$ cat src/rtl/rce_pkg.sv
// rce_pkg: shared types and constants for the character modexp pipeline.
// No dependencies; used by every module under rtl.
`default_nettype none
package rce_pkg;
    localparam int MOD_BITS = 16;
    localparam int EXP_BITS = 16;
    localparam int SYM_BITS = 8;
    localparam int CFG_W    = (MOD_BITS > EXP_BITS) ? MOD_BITS : EXP_BITS;
    localparam int OUT_W    = ((MOD_BITS + 7) / 8) * 8;
    localparam int IDX_W    = 8;
    localparam int SHIFT_W  = $clog2(SYM_BITS);

    localparam logic [IDX_W-1:0] REG_EXPONENT = IDX_W'(0);
    localparam logic [IDX_W-1:0] REG_MODULUS  = IDX_W'(1);

    localparam logic [EXP_BITS-1:0] EXP_RST = EXP_BITS'(1);
    localparam logic [MOD_BITS-1:0] MOD_RST = MOD_BITS'(32'd65535);

    // base: reduced symbol, acc: running power, part: product being built
    typedef struct packed {
        logic [MOD_BITS-1:0] base;
        logic [MOD_BITS-1:0] acc;
        logic [MOD_BITS-1:0] part;
    } t_stage;
endpackage
`default_nettype wire

$ cat src/rtl/rce_mul_cell.sv
// rce_mul_cell: one MSB-first step of interleaved modular multiplication.
// Depends on rce_pkg.
`default_nettype none
module rce_mul_cell (
    input  wire                          i_clk,
    input  wire                          i_rst_n,
    input  wire                          i_en,
    input  wire                          i_valid,
    input  rce_pkg::t_stage              i_stage,
    input  wire                          i_bit,
    input  wire [rce_pkg::MOD_BITS-1:0]  i_mod,
    output logic                         o_valid,
    output rce_pkg::t_stage              o_stage
);
    localparam int W = rce_pkg::MOD_BITS + 1;

    logic [W-1:0]    w_dbl;
    logic [W-1:0]    w_red;
    logic [W-1:0]    w_sum;
    logic [W-1:0]    w_m;
    rce_pkg::t_stage n_stage;
    rce_pkg::t_stage r_stage;
    logic            r_valid;

    // part <- (2*part + bit*acc) mod m, both terms kept below m
    always_comb begin
        w_m   = {1'b0, i_mod};
        w_dbl = {i_stage.part, 1'b0};
        w_red = (w_dbl >= w_m) ? w_dbl - w_m : w_dbl;
        w_sum = w_red + (i_bit ? {1'b0, i_stage.acc} : {W{1'b0}});
        if (w_sum >= w_m) begin
            w_sum = w_sum - w_m;
        end
        n_stage      = i_stage;
        n_stage.part = w_sum[rce_pkg::MOD_BITS-1:0];
    end

    always_ff @(posedge i_clk) begin
        if (!i_rst_n) begin
            r_valid <= 1'b0;
        end else if (i_en) begin
            r_valid <= i_valid;
        end
    end

    always_ff @(posedge i_clk) begin
        if (i_en) begin
            r_stage <= n_stage;
        end
    end

    assign o_valid = r_valid;
    assign o_stage = r_stage;
endmodule
`default_nettype wire

$ cat config.mk
export PLATFORM = sky130hd
export DESIGN_NAME = rce_mul_cell
export DESIGN_NICKNAME = d
export VERILOG_FILES = /design/src/rtl/rce_pkg.sv /design/src/rtl/rce_mul_cell.sv
export SDC_FILE = /design/constraint.sdc
export NUM_CORES = 1
export LEC_CHECK = 0
export BUFFER_PORTS_ARGS = -buffer_cell sky130_fd_sc_hd__buf_4
export CORE_MARGIN = 3
export CORE_UTILIZATION = 33
export CTS_CLUSTER_SIZE = 28
export DETAILED_ROUTE_END_ITERATION = 6
export GPL_ROUTABILITY_DRIVEN = 1
export PLACE_DENSITY = 0.52
export SLEW_MARGIN = 5
export SYNTH_ARGS = -nofsm -noshare
export SYNTH_HDL_FRONTEND = slang
export SYNTH_SLANG_ARGS = --single-unit
$ cat constraint.sdc
create_clock -name i_clk -period 6.5 [get_ports i_clk]
set_input_delay 0.975 -clock i_clk [delete_from_list [all_inputs] [get_ports i_clk]]
set_output_delay 0.975 -clock i_clk [all_outputs]
set_load 0.05 [all_outputs]
==> results.toml <==
[run_status]
status = "complete, no violations"

[detailed_routing]
avgViaCountPerCell = 5.32
avgRoutedWirePerCell_um = 17.4
drt_pass1_iterations = 5
routed_wl_um = 17800
ant_nets = 0
remaining_drc_errors = 0
drt_iter0_drc = 306
vias = 5425

[logic_synthesis]
synth_edf_count = 48
synth-seq-cells = 49
post-synth-top-area-fraction_pct = 28.3
synthCells = 553
synthFlopType = "edfxtp_1"
synthArstFlopShare_pct = 0
ys_seq_area_share_pct = 28.7
netlist_top_cells_area = "edfxtp_1, ha_1, a21oi_1, xnor2_1, xor2_1"
synth_area_sq_um = 5100
synth.distinct_cells = 79
yosysTopAreaCell = "edfxtp_1"
syn-num-nets = 674
ys_warn_count = 0
synth.avg_cell_area_sq_um = 9.22
synth.most_common_cell = "ha_1"
synth_common_cells = "ha_1, edfxtp_1, a21oi_1, inv_1, nand2_1"

[place]
dpl_cell_area_sq_um = 7390
io_buffers = 117
pre_cts_ws_ns = -0.480
globalplace.congestion = 0.910
dp_hpwl_um = 14300
dp.cells = 997

[die]
dieArea_sq_um = 17000
rows = 44
ios = 118
fp.dieW_um = 130
core_sq_um = 14800
die_h_um = 130
start_util_pct = 34.4

[clock_tree]
clk_pin_slew_ns = 0.07
numClockSinks = 49
hold_buffers = 0
cts_root_buffer = "clkbuf_16"
clkLatencyLatePin_ns = 0.29
cts_buffer_depth = 2
numCtsBuffers = 5
cts_tree = "yes"
ctsHtreeMaxLevel = 2

[cells_and_area]
syn_to_final_growth_pct = 59.4
antenna_cells = 0
nFillCells = 1341
layout.cells.non_filler = 1019
seq_area_sq_um = 1460
layout.nets = 955
final_core_util_pct = 54.9
multi_input_area_sq_um = 3850
final_cell_area_sq_um = 8130
drive_above_1_share_pct = 47.1

[min_path]
worstHoldPathCells = 2
hp-start = "o_valid"
hold_end = "o_valid"
min_path_type = "register to register"

[critical_path]
rr_startpoint = "o_valid"
worst_ep_arrival_time_ns = 6.45
cp-end-kind = "register"
required_ns = 6.63
worstReg2RegEnd = "o_valid"
path_max_fanout = 6
reg2regPathDepth = 2
crit_type = "input pin to register"
cp_slowest_cell = "or4_4"
critPathMaxStageDelay_ns = 0.53
worst_setup_path_start_kind = "input pin"
cpMostUsedCell = "ha_4"
r2r_setup_slack_ns = 5.91

[sta]
tightest_slew_ns = 0.793
totalNegativeSetupSlack_ns = 0
finalClockSkew_ns = 0
max_freq_ghz = 0.158
maxSlewHeadroom_pct = 47.2
hold_violations = 0
grt_setup_unrepaired = "true"
layout_setup_ws_ns = 0.184
setup_viol = 0
final_max_slew_viol_count = 0
min_period_ns = 6.32
fin_crit_sh_pct = 97.2

[global_route]
grt_max_degree = 50
grt_first_pass_wirelength_um = 26800
antenna_found_initial = 0
grt_overflow = 0
first_global_vias = 5147
grt.total_usage_pct = 20.1

[run]
cap_violations = 0

[power]
leakagePower_nw = 3.61
p_per_area_nw_per_um2 = 374
ir_drop_mv = 0.229
## cells by family after synthesis
logic type / count (synthesis) / share of synthesized area, %
xor+xnor: 39 / 6.70
fa+ha+maj: 52 / 13.2
flops: 49 / 28.7
mux: 8 / 1.74
simple gates: 166 / 17.3
compound gates: 182 / 27.2
buf+inv: 57 / 5.18
## area by class of cell
class                   instances  share of cell area (%)
well taps                     184                    2.83
clock buffers                   5                    1.54
inverters                      37                    1.74
repair buffers                294                    27.9
flip-flops and latches         49                    18.0
clock inverters                 3                   0.570
multi-input cells             447                    47.4
## stage by stage
| step | total power, W | hold WS (ns) |
|---|---|---|
| after floorplan | 0.00172 | 0.743 |
| after global placement | 0.00251 | 0.499 |
| after detailed placement | 0.00252 | 0.516 |
| after CTS | 0.00286 | 0.536 |
| after global routing | 0.00325 | 0.578 |
| final | 0.00304 | 0.527 |
## state kept, by name, summed over array words and instances (netlist names)
signal   cells
o_valid      1
o_stage     48
## worst max-delay path: cells and delay by family
| family | cells | cell delay (ns) |
|---|---|---|
| xor gates and xnor gates | 1 | 0.21 |
| buffers and inverters | 5 | 0.62 |
| and+or+nand+nor | 11 | 2.37 |
| adders and majority gates | 4 | 0.96 |
| AOI/OAI and AO/OA | 8 | 1.30 |
## cell usage in the layout (no fill, tap or decap), drive strengths merged, types with 6 or more instances in the layout
master and instances:
a2111oi 8, a211oi 8, a21o 17, a21oi 42, a221oi 7, a31oi 6
and2 20, buf 294, edfxtp 48, ha 49, inv 37, mux2 7
nand2 35, nand3 20, nor2 35, nor2b 6, nor3 21, o2111ai 6
o211ai 7, o21a 8, o21ai 21, o21bai 9, o31ai 7, xnor2 22
xor2 17
## metal layers
layer	share of wire, %	track usage [%]	vias to the layer above
li1	-	-	2666
met1	46	28.2	2546
met2	46	32.7	198
met3	6.4	2.70	15
met4	1.2	5.38	0
met5	0	0	-
## worst max path at each step
stage	start	to	slack [ns]	depth (start not counted)
after CTS	i_stage[0]	o_stage[3]	0.01	28
after floorplan	i_mod[1]	o_stage[14]	0.008	29
after global placement	i_mod[3]	o_stage[3]	-0.46	28
after detailed placement	i_mod[3]	o_stage[1]	-0.48	28
after global routing	i_mod[12]	o_stage[14]	-0.08	29
final	i_stage[0]	o_stage[14]	0.18	29
## timing repair
item / 4_1_cts / 5_1_grt
pin swaps: 7 / 42
resized for setup: 13 / 71
endpoints found under the setup margin: 16 / 16
buffers inserted: 1 / 14
## power breakdown
part	internal (W)	leakage (nW)	switching (W)	total, W
Sequential	0.000454	0.478	0.0000227	0.000477
Clock	0.000182	0.0800	0.000118	0.000300
Combinational	0.00104	3.05	0.00123	0.00226
Total	0.00167	3.61	0.00137	0.00304
(Power assumes the default switching activity.)
