### src/rtl/rce_pkg.sv
// rce_pkg: shared types and constants for the character modexp pipeline.
// No dependencies; used by every module under rtl.
`default_nettype none
package rce_pkg;
    localparam int MOD_BITS = 16;
    localparam int EXP_BITS = 16;
    localparam int SYM_BITS = 8;
    localparam int CFG_W    = (MOD_BITS > EXP_BITS) ? MOD_BITS : EXP_BITS;
    localparam int OUT_W    = ((MOD_BITS + 7) / 8) * 8;
    localparam int IDX_W    = 8;
    localparam int SHIFT_W  = $clog2(SYM_BITS);

    localparam logic [IDX_W-1:0] REG_EXPONENT = IDX_W'(0);
    localparam logic [IDX_W-1:0] REG_MODULUS  = IDX_W'(1);

    localparam logic [EXP_BITS-1:0] EXP_RST = EXP_BITS'(1);
    localparam logic [MOD_BITS-1:0] MOD_RST = MOD_BITS'(32'd65535);

    // base: reduced symbol, acc: running power, part: product being built
    typedef struct packed {
        logic [MOD_BITS-1:0] base;
        logic [MOD_BITS-1:0] acc;
        logic [MOD_BITS-1:0] part;
    } t_stage;
endpackage
`default_nettype wire

### src/rtl/rce_red_cell.sv
// rce_red_cell: one restoring step of symbol mod modulus.
// Depends on rce_pkg.
`default_nettype none
module rce_red_cell (
    input  wire                          i_clk,
    input  wire                          i_rst_n,
    input  wire                          i_en,
    input  wire                          i_valid,
    input  rce_pkg::t_stage              i_stage,
    input  wire [rce_pkg::SHIFT_W-1:0]   i_shift,
    input  wire [rce_pkg::MOD_BITS-1:0]  i_mod,
    output logic                         o_valid,
    output rce_pkg::t_stage              o_stage
);
    localparam int W = rce_pkg::MOD_BITS + rce_pkg::SYM_BITS;

    logic [W-1:0]    w_rem;
    logic [W-1:0]    w_div;
    rce_pkg::t_stage n_stage;
    rce_pkg::t_stage r_stage;
    logic            r_valid;

    always_comb begin
        w_rem = {{rce_pkg::SYM_BITS{1'b0}}, i_stage.base};
        w_div = {{rce_pkg::SYM_BITS{1'b0}}, i_mod} << i_shift;
        n_stage = i_stage;
        if (w_rem >= w_div) begin
            n_stage.base = rce_pkg::MOD_BITS'(w_rem - w_div);
        end
    end

    always_ff @(posedge i_clk) begin
        if (!i_rst_n) begin
            r_valid <= 1'b0;
        end else if (i_en) begin
            r_valid <= i_valid;
        end
    end

    always_ff @(posedge i_clk) begin
        if (i_en) begin
            r_stage <= n_stage;
        end
    end

    assign o_valid = r_valid;
    assign o_stage = r_stage;
endmodule
`default_nettype wire

### config.mk
export PLATFORM = sky130hd
export DESIGN_NAME = rce_red_cell
export DESIGN_NICKNAME = d
export VERILOG_FILES = /design/src/rtl/rce_pkg.sv /design/src/rtl/rce_red_cell.sv
export SDC_FILE = /design/constraint.sdc
export NUM_CORES = 1
export LEC_CHECK = 0
export ABC_AREA = 1
export BUFFER_PORTS_ARGS = -buffer_cell sky130_fd_sc_hd__buf_2
export CELL_PAD_IN_SITES_DETAIL_PLACEMENT = 0
export CELL_PAD_IN_SITES_GLOBAL_PLACEMENT = 1
export CORE_MARGIN = 5
export CORE_UTILIZATION = 35
export DETAILED_ROUTE_END_ITERATION = 10
export PLACE_DENSITY_LB_ADDON = 0.12
export RECOVER_POWER = 50
export REMOVE_ABC_BUFFERS = 1
export SETUP_SLACK_MARGIN = 0.1
export SLEW_MARGIN = 25
export SYNTH_ARGS = -nofsm -noshare
export SYNTH_HDL_FRONTEND = slang
export SYNTH_SLANG_ARGS = --single-unit
export TNS_END_PERCENT = 50
### constraint.sdc
create_clock -name i_clk -period 5.8 [get_ports i_clk]
set_input_delay 0.29 -clock i_clk [delete_from_list [all_inputs] [get_ports i_clk]]
set_output_delay 0.29 -clock i_clk [all_outputs]
set_load 0.02 [all_outputs]
==> impl_metrics.yaml, run 1 <==
critical_path:
  worst_ep_arrival_time_ns: 2.91
  critical_path_required_ns: 5.97
  worst_setup_path_start_kind: "input pin"
  worst_path_max_delay_cell: "ha_1"
  ws_path_type: "input pin to flop"
  crit_fanout: 17
  cp_num_buf_inv: 2
  path_cells: "buf_2 > inv_4 > nand2_1 > nand2_1 > o21ai_0 > nor2_1 > a31oi_1 > ha_1 > a21oi_1 > o21bai_1 > a21oi_1 > nand2_4 > nand2_4 > nand2_1 > nand2_1"
  critPathTopFamily: "compound AO/OA/AOI/OAI gates"
  cpPeakStageDelay_ns: 0.34
  crit_top_cell: "nand2_1"
  critical_path.endpoint_type: "flop"
timing:
  endpoints_failing_hold: 0
  finalSetupTns_ns: 0
  maxClockFrequency_ghz: 0.366
  final_period_utilization: 0.472
  report.final.slew_viol_count: 51
  shortest_period_the_worst_path_allows_ns: 2.74
  final.setup_skew_ns: 0
  unrepaired_setup_endpoints_after_global_routing: "false"
  setup_ws_ns: 3.06
  worst_pin_slew_ns: 2.57
  timing.final.setup_violations: 0
  slew_headroom: -0.712
power:
  vdd_drop_max_mv: 0.0944
  power_frac_seq: 0.454
  switching_share: 0.346
  p_int_mw: 0.624
  p_switching_mw: 0.330
  static-leakage-power_nw: 2.08
  share_comb_of_total_power: 0.339
  power-per-cell-area_nw_per_um2: 238
  power.clock.fraction: 0.206
floorplanning:
  die_w_um: 106
  die_ar_um2: 11300
  boundaryPins: 120
  fp.dieH_um: 106
  initial_util: 0.355
  core_area_um2: 9150
  rows: 35
yosys:
  synth.distinct_cells: 31
  postSynthAreaPerCell_um2: 7.89
  synth.cell_area_um2: 3250
  post_synth_inst_count: 412
  yosys_warnings: 0
  yosysSeqAreaShare: 0.449
  total_of_flip_flops_plus_latches_after_synthesis: 49
routing:
  route.detailed.vias_per_inst: 4.59
  remaining_routing_drc_violations: 0
  route.detailed.wl_per_inst_um: 12.6
  antenna_left: 0
  initialDrtViolationCount: 92
  detail_route.first_pass.iterations: 4
  routed_wl_um: 8100
  via_count: 2940
layout:
  design.final.nets: 616
  finalCoreUtilization: 0.438
  num_antenna_cells: 0
  post_route_cells_drive_above_1_share: 0.274
  p_r_area_growth_vs_syn_pct: 23.2
cts:
  hold_buffers: 0
  path_clk_slew_ns: 0.09
  cts_made_buffers: 5
  clkLatencyLatePin_ns: 0.30
  cts_max_path_buffers: 2
  ctsRootBufferMaster: "clkbuf_8"
  postCtsResizedCells: 0
  cts_setup_buffers: 0
  htreeDepth: 2
  cts.sinks: 49
  tritoncts: "built"
global_route:
  gr-total-overflow: 0
  grt_pass1_wl_um: 13700
  grt_use_total: 0.147
  grt_antenna_before_repair: 0
  number_of_global_route_vias_before_repair: 2929
  grt_start_max_net_pins: 51
placement:
  place_ws_ns: 2.70
  numPortBuffers: 119
  globalplace.congestion: 0.817
  place.detailed.hpwl_um: 6710
flow_run:
  max_cap_viols: 1
outcome:
  violations: "capacitance limit, slew limit"
  run_status: "finished with violations"
worst_hold_path:
  hp-class: "input pin to flop"
-- power groups by stage --
stage / clock, mW / combinational (mW) / sequential (mW)
2_1_floorplan: 0 / 0.174 / 0.485
3_3_place_gp: 0 / 0.326 / 0.440
3_5_place_dp: 0 / 0.329 / 0.441
4_1_cts: 0.208 / 0.330 / 0.433
5_1_grt: 0.225 / 0.371 / 0.437
6_report: 0.197 / 0.324 / 0.433
-- final timing paths --
| kind | from | endpoint | slack, ns | depth (start not counted) |
|---|---|---|---|---|
| hold / removal | i_stage[25] | o_stage[25]$_DFFE_PP_ | 0.16 | 1 |
| setup / recovery | i_shift[0] | o_stage[32]$_DFFE_PP_ | 3.06 | 15 |
| hold reg to reg | o_valid$_SDFFE_PN0P_ | o_valid$_SDFFE_PN0P_ | 0.55 | 2 |
| setup reg to reg | o_valid$_SDFFE_PN0P_ | o_valid$_SDFFE_PN0P_ | 5.05 | 2 |
-- Yosys cell counts --
master	count	area, um^2
xor2_1	5	43.8
o21ai_0	18	90.1
nand3_1	42	210
o21bai_1	1	7.51
or2_2	1	6.26
edfxtp_1	48	1440
nand2_2	11	68.8
buf_6	3	33.8
mux2i_1	1	10.0
nor2_2	2	12.5
clkbuf_1	3	11.3
nor2_8	1	20.0
buf_4	1	7.51
fa_1	1	20.0
ha_1	16	200
nor3_1	5	25.0
a31oi_1	4	25.0
nor2_1	12	45.0
nand2_4	2	22.5
nand2_1	162	608
inv_4	1	6.26
a21oi_1	12	60.1
buf_2	3	15.0
nand3_2	1	10.0
clkinv_1	1	3.75
xnor2_1	2	17.5
inv_1	46	173
dfxtp_1	1	20.0
inv_2	1	3.75
nand4_1	3	18.8
nand3b_1	2	15.0
-- area by class of cell --
class	count	area, um^2
multi-input combinational	304	1540
tap	111	139
clock inverter	2	15.0
clock buffer	6	72.6
timing repair buffer	119	594
fill	937	5150
sequential	49	1460
inverter	49	186
-- placed cells by master (no fill, tap or decap), types with 11 or more instances in the layout --
cell type  netlist  final
nor2_1          12     12
o21ai_0         18     18
nand2_1        162    162
buf_2            3    118
nand2_2         11     11
ha_1            16     16
nand3_1         42     42
edfxtp_1        48     48
a21oi_1         12     12
inv_1           46     46
-- worst register-to-register path: stages (launching register included) --
cell	delay (ns)
dfxtp_1	0.31
o21ai_0	0.16
a21oi_1	0.07
-- kinds of logic after synthesis --
group,after synthesis,synth area share
AND/OR/NAND/NOR,244,0.327
buffers and inverters,59,0.0781
flip-flops,49,0.449
AO/OA/AOI/OAI,35,0.0562
adder cells (fa/ha/maj),17,0.0677
XOR/XNOR,7,0.0189
multiplexers,1,0.00308
-- flip-flops by register name, summed over array words and instances (netlist names) --
register and cells:
o_valid 1, o_stage 48
-- metal layers --
layer,GRT usage,vias up,routed length (um)
met2,0.240,96,3540
met1,0.198,1256,3880
met3,0.0285,10,541
met4,0.0444,0,131
li1,-,1578,-
met5,0,-,0
-- per-stage QoR --
step	power, mW	instance area [um^2]	hold WS [ns]	cells
finish	0.954	4010	0.160	640
global route	1.03	4010	0.141	640
CTS	0.971	4010	0.151	640
detailed placement	0.770	3920	0.468	632
global placement	0.766	3920	0.466	632
floorplan	0.659	3180	0.383	402
No activity file was read; power rests on OpenSTA's default activity.
==> run 2: changes to the inputs <==
==> constraint.sdc (replaced) <==
create_clock -name i_clk -period 2.79 [get_ports i_clk]
set_input_delay 0.1395 -clock i_clk [delete_from_list [all_inputs] [get_ports i_clk]]
set_output_delay 0.1395 -clock i_clk [all_outputs]
set_load 0.02 [all_outputs]
==> impl_metrics.yaml, run 2 (synthesis gave the netlist of run 1 again) <==
cts:
  ctsRootBufferMaster: "clkbuf_8"
  cts_max_path_buffers: 2
  htreeDepth: 2
  clkLatencyLatePin_ns: 0.29
  postCtsResizedCells: 0
  cts_setup_buffers: 0
  tritoncts: "built"
  cts.sinks: 49
  cts_made_buffers: 5
  path_clk_slew_ns: 0.09
  hold_buffers: 0
worst_hold_path:
  hp-class: "input pin to flop"
power:
  power_frac_seq: 0.436
  vdd_drop_max_mv: 0.230
  static-leakage-power_nw: 2.22
  power.clock.fraction: 0.196
  share_comb_of_total_power: 0.368
  p_int_mw: 1.36
  switching_share: 0.340
  power-per-cell-area_nw_per_um2: 480
  p_switching_mw: 0.701
floorplanning:
  boundaryPins: 120
  fp.dieH_um: 106
  die_w_um: 106
  rows: 35
  initial_util: 0.355
  die_ar_um2: 11300
  core_area_um2: 9150
timing:
  final_period_utilization: 0.878
  worst_pin_slew_ns: 1.28
  slew_headroom: 0.148
  timing.final.setup_violations: 0
  unrepaired_setup_endpoints_after_global_routing: "false"
  maxClockFrequency_ghz: 0.408
  shortest_period_the_worst_path_allows_ns: 2.45
  endpoints_failing_hold: 0
  finalSetupTns_ns: 0
  final_worst_hold_slack_ns: 0.0127
  report.final.slew_viol_count: 0
  setup_ws_ns: 0.341
  final.setup_skew_ns: 0
routing:
  route.detailed.vias_per_inst: 4.54
  detail_route.first_pass.iterations: 4
  initialDrtViolationCount: 94
  via_count: 3066
  remaining_routing_drc_violations: 0
  route.detailed.wl_per_inst_um: 12.3
  antenna_left: 0
  routed_wl_um: 8330
layout:
  num_antenna_cells: 0
  post_route_cells_drive_above_1_share: 0.285
  largest_register_ff_count: 48
  design.final.nets: 651
  mostFrequentLayoutCells: "nand2_1, buf_2, edfxtp_1"
  final.fill_count: 931
  finalCoreUtilization: 0.469
  leading_cell_type_in_the_layout_fill_and_taps_excluded: "nand2_1"
  p_r_area_growth_vs_syn_pct: 32.1
critical_path:
  ws_path_type: "input pin to flop"
  worst-r2r-cell-count: 2
  timing.critical_path.from: "i_shift[0]"
  critPathCapture: "o_stage[35]$_DFFE_PP_"
  worst_setup_path_start_kind: "input pin"
  reg2reg_from: "o_valid$_SDFFE_PN0P_"
  worst_r2r_endpoint: "o_valid$_SDFFE_PN0P_"
  crit_fanout: 17
  critical_path.endpoint_type: "flop"
  worst_ep_arrival_time_ns: 2.51
  critical_path_required_ns: 2.85
  setup.reg_to_reg.worst_slack_ns: 2.10
flow_run:
  max_cap_viols: 0
global_route:
  gr-total-overflow: 0
  grt_start_max_net_pins: 27
  grt_antenna_before_repair: 0
  number_of_global_route_vias_before_repair: 2928
  grt_pass1_wl_um: 13500
  grt_use_total: 0.145
placement:
  place_ws_ns: 0.0393
  place.detailed.hpwl_um: 6920
  numPortBuffers: 119
  globalplace.congestion: 0.811
outcome:
  run_status: "finished clean"
## run 2: how the worst min path moves through the flow
stage / start / to / slack, ns / cells past startpoint
floorplan: i_en / o_valid$_SDFFE_PN0P_ / 0.23 / 1
global placement: i_stage[12] / o_stage[12]$_DFFE_PP_ / 0.32 / 1
detailed placement: i_stage[13] / o_stage[13]$_DFFE_PP_ / 0.32 / 1
CTS: i_stage[12] / o_stage[12]$_DFFE_PP_ / 0.0009 / 1
global route: i_stage[24] / o_stage[24]$_DFFE_PP_ / 0.0004 / 1
finish: i_stage[12] / o_stage[12]$_DFFE_PP_ / 0.01 / 1
## run 2: routing by layer
layer,up-vias,track usage,share of wire
li1,1642,-,-
met1,1329,0.187,0.47
met2,90,0.252,0.45
met3,5,0.0273,0.063
met4,0,0.0333,0.0095
met5,-,0,0
## run 2: power by group through the flow
| stage | Clock [mW] | Sequential, mW | Combinational (mW) |
|---|---|---|---|
| 2_1_floorplan | 0 | 1.01 | 0.361 |
| 3_3_place_gp | 0 | 0.914 | 0.752 |
| 3_5_place_dp | 0 | 0.915 | 0.756 |
| 4_1_cts | 0.431 | 0.898 | 0.758 |
| 5_1_grt | 0.464 | 0.905 | 0.858 |
| 6_report | 0.404 | 0.898 | 0.760 |
## run 2: per-stage QoR
step | area [um^2] | total power [mW] | cells
finish | 4300 | 2.06 | 675
detailed placement | 4110 | 1.67 | 656
global route | 4300 | 2.23 | 675
global placement | 4110 | 1.67 | 656
CTS | 4200 | 2.09 | 664
floorplan | 3180 | 1.37 | 402
## run 2: final cells by class
class                   count  area (um^2)  area share
inverters                  49          186      0.0434
repair buffers            154          885       0.206
multi-input cells         304         1540       0.358
well taps                 111          139      0.0323
clock buffers               6         72.6      0.0169
flip-flops and latches     49         1460       0.340
clock inverters             2         15.0     0.00350
## run 2: critical path, cell delays in order
cell and delay [ns]:
buf_2 0.20, inv_4 0.14, nand2_1 0.08, nand3_1 0.06
o21ai_0 0.13, or2_2 0.32, ha_1 0.37, nand3b_1 0.09
nand2_1 0.17, nand3_1 0.14, nand4_1 0.10, nand2_1 0.09
nand2_4 0.12, nand2_4 0.18, nand2_1 0.12, nand2_1 0.06
==> run 3: changes to the inputs <==
--- a/config.mk
+++ b/config.mk
@@ -12,7 +12,8 @@
 export CORE_MARGIN = 5
 export CORE_UTILIZATION = 35
 export DETAILED_ROUTE_END_ITERATION = 10
-export PLACE_DENSITY_LB_ADDON = 0.12
+export GPL_ROUTABILITY_DRIVEN = 0
+export PLACE_DENSITY = 0.92
 export RECOVER_POWER = 50
 export REMOVE_ABC_BUFFERS = 1
 export SETUP_SLACK_MARGIN = 0.1
==> impl_metrics.yaml, run 3 (synthesis gave the netlist of run 1 again) <==
outcome:
  run_status: "finished clean"
global_route:
  grt_start_max_net_pins: 51
  number_of_global_route_vias_before_repair: 2927
  gr-total-overflow: 0
  grt_antenna_before_repair: 0
  grt_use_total: 0.137
  grt_pass1_wl_um: 12900
power:
  power-per-cell-area_nw_per_um2: 519
  vdd_drop_max_mv: 0.226
  static-leakage-power_nw: 2.22
critical_path:
  critical_path_required_ns: 2.84
  setup.reg_to_reg.worst_slack_ns: 2.11
  worst-r2r-cell-count: 2
  crit_fanout: 17
  ws_path_type: "input pin to flop"
  timing.critical_path.from: "i_shift[0]"
  critPathCapture: "o_stage[38]$_DFFE_PP_"
  worst_setup_path_start_kind: "input pin"
  reg2reg_from: "o_valid$_SDFFE_PN0P_"
  critical_path.endpoint_type: "flop"
  worst_r2r_endpoint: "o_valid$_SDFFE_PN0P_"
  worst_ep_arrival_time_ns: 2.41
layout:
  leading_cell_type_in_the_layout_fill_and_taps_excluded: "nand2_1"
  post_route_cells_drive_above_1_share: 0.289
  finalCoreUtilization: 0.469
  p_r_area_growth_vs_syn_pct: 31.9
  design.final.nets: 640
  largest_register_ff_count: 48
  num_antenna_cells: 0
  finalNonFillerCells: 664
  mostFrequentLayoutCells: "nand2_1, buf_2, edfxtp_1"
cts:
  clkLatencyLatePin_ns: 0.29
  cts_max_path_buffers: 2
  tritoncts: "built"
  cts_made_buffers: 5
  htreeDepth: 2
  path_clk_slew_ns: 0.09
  cts.sinks: 49
  ctsRootBufferMaster: "clkbuf_8"
worst_hold_path:
  timing.hold.worst_path_depth: 1
  hp-class: "input pin to flop"
routing:
  routed_wl_um: 8130
  route.detailed.wl_per_inst_um: 12.2
  via_count: 3082
  initialDrtViolationCount: 109
  detail_route.first_pass.iterations: 4
  route.detailed.vias_per_inst: 4.64
  remaining_routing_drc_violations: 0
  antenna_left: 0
floorplanning:
  fp.dieH_um: 106
  rows: 35
  boundaryPins: 120
  initial_util: 0.355
  core_area_um2: 9150
  die_ar_um2: 11300
  die_w_um: 106
timing:
  final_period_utilization: 0.844
  endpoints_failing_hold: 0
  timing.final.setup_violations: 0
  report.final.slew_viol_count: 0
  shortest_period_the_worst_path_allows_ns: 2.35
  unrepaired_setup_endpoints_after_global_routing: "false"
  finalSetupTns_ns: 0
  worst_pin_slew_ns: 1.18
  final_worst_hold_slack_ns: 0.0104
  setup_ws_ns: 0.436
  final.setup_skew_ns: 0
  maxClockFrequency_ghz: 0.425
  slew_headroom: 0.213
placement:
  total_instance_count_after_detailed_placement: 645
  place_ws_ns: 0.0457
  place.detailed.hpwl_um: 6560
  numPortBuffers: 119
flow_run:
  max_cap_viols: 0
-- run 3: cell types whose count changed in the layout (fill, tap and decap cells not counted), sizes merged --
cell / previous run / this run
buf: 134 / 130
clkbuf: 15 / 7
inv: 48 / 49
bufinv: 0 / 2
clkinvlp: 2 / 0
-- run 3: layout make-up --
type | instances | area, um^2
Clock buffer | 5 | 68.8
Clock inverter | 3 | 68.8
Fill cell | 904 | 4860
Inverter | 49 | 189
Multi-Input combinational cell | 304 | 1550
Sequential cell | 49 | 1460
Tap cell | 111 | 139
Timing Repair Buffer | 143 | 818
-- run 3: layer usage --
layer  vias to the layer above  global-route usage  part of all wire
met4                         0              0.0379             0.014
met1                      1343               0.173              0.45
met3                         8              0.0267             0.069
li1                       1631                   -                 -
met2                       100               0.238              0.46
met5                         -                   0                 0
-- run 3: critical path, stage by stage --
cell and delay (ns):
clkbuf_4 0.20, inv_6 0.14, nand2_1 0.07, nand2_1 0.08, o21ai_0 0.11, or2_2 0.31
ha_1 0.35, a21oi_1 0.15, nand2_1 0.13, nand3_1 0.14, nand4_1 0.09, nand2_1 0.11
nand2_4 0.10, buf_4 0.17, nand3_1 0.06, nand2_1 0.07
-- run 3: repair_timing --
item / CTS / global route
hold endpoints to repair: 0 / 11
endpoints found under the setup margin: 0 / 15
gates resized for setup: 0 / 3
setup buffers: 0 / 0
hold buffers: 0 / 11
-- run 3: worst min-delay path by stage --
stage,start,to,slack (ns)
finish,i_stage[17],o_stage[17]$_DFFE_PP_,0.01
global route,i_stage[25],o_stage[25]$_DFFE_PP_,0.0002
CTS,i_stage[28],o_stage[28]$_DFFE_PP_,0.003
detailed placement,i_stage[28],o_stage[28]$_DFFE_PP_,0.32
global placement,i_stage[8],o_stage[8]$_DFFE_PP_,0.32
floorplan,i_en,o_valid$_SDFFE_PN0P_,0.23
-- run 3: power breakdown --
| part | switching [mW] | total, mW | internal, mW |
|---|---|---|---|
| logic | 0.453 | 0.735 | 0.282 |
| clock network | 0.231 | 0.591 | 0.361 |
| registers | 0.0145 | 0.900 | 0.886 |
-- run 3: per-stage QoR --
step	power [mW]	area (um^2)
2_1_floorplan	1.37	3180
3_3_place_gp	1.63	4030
3_5_place_dp	1.64	4030
4_1_cts	2.23	4170
5_1_grt	2.37	4290
6_report	2.23	4290
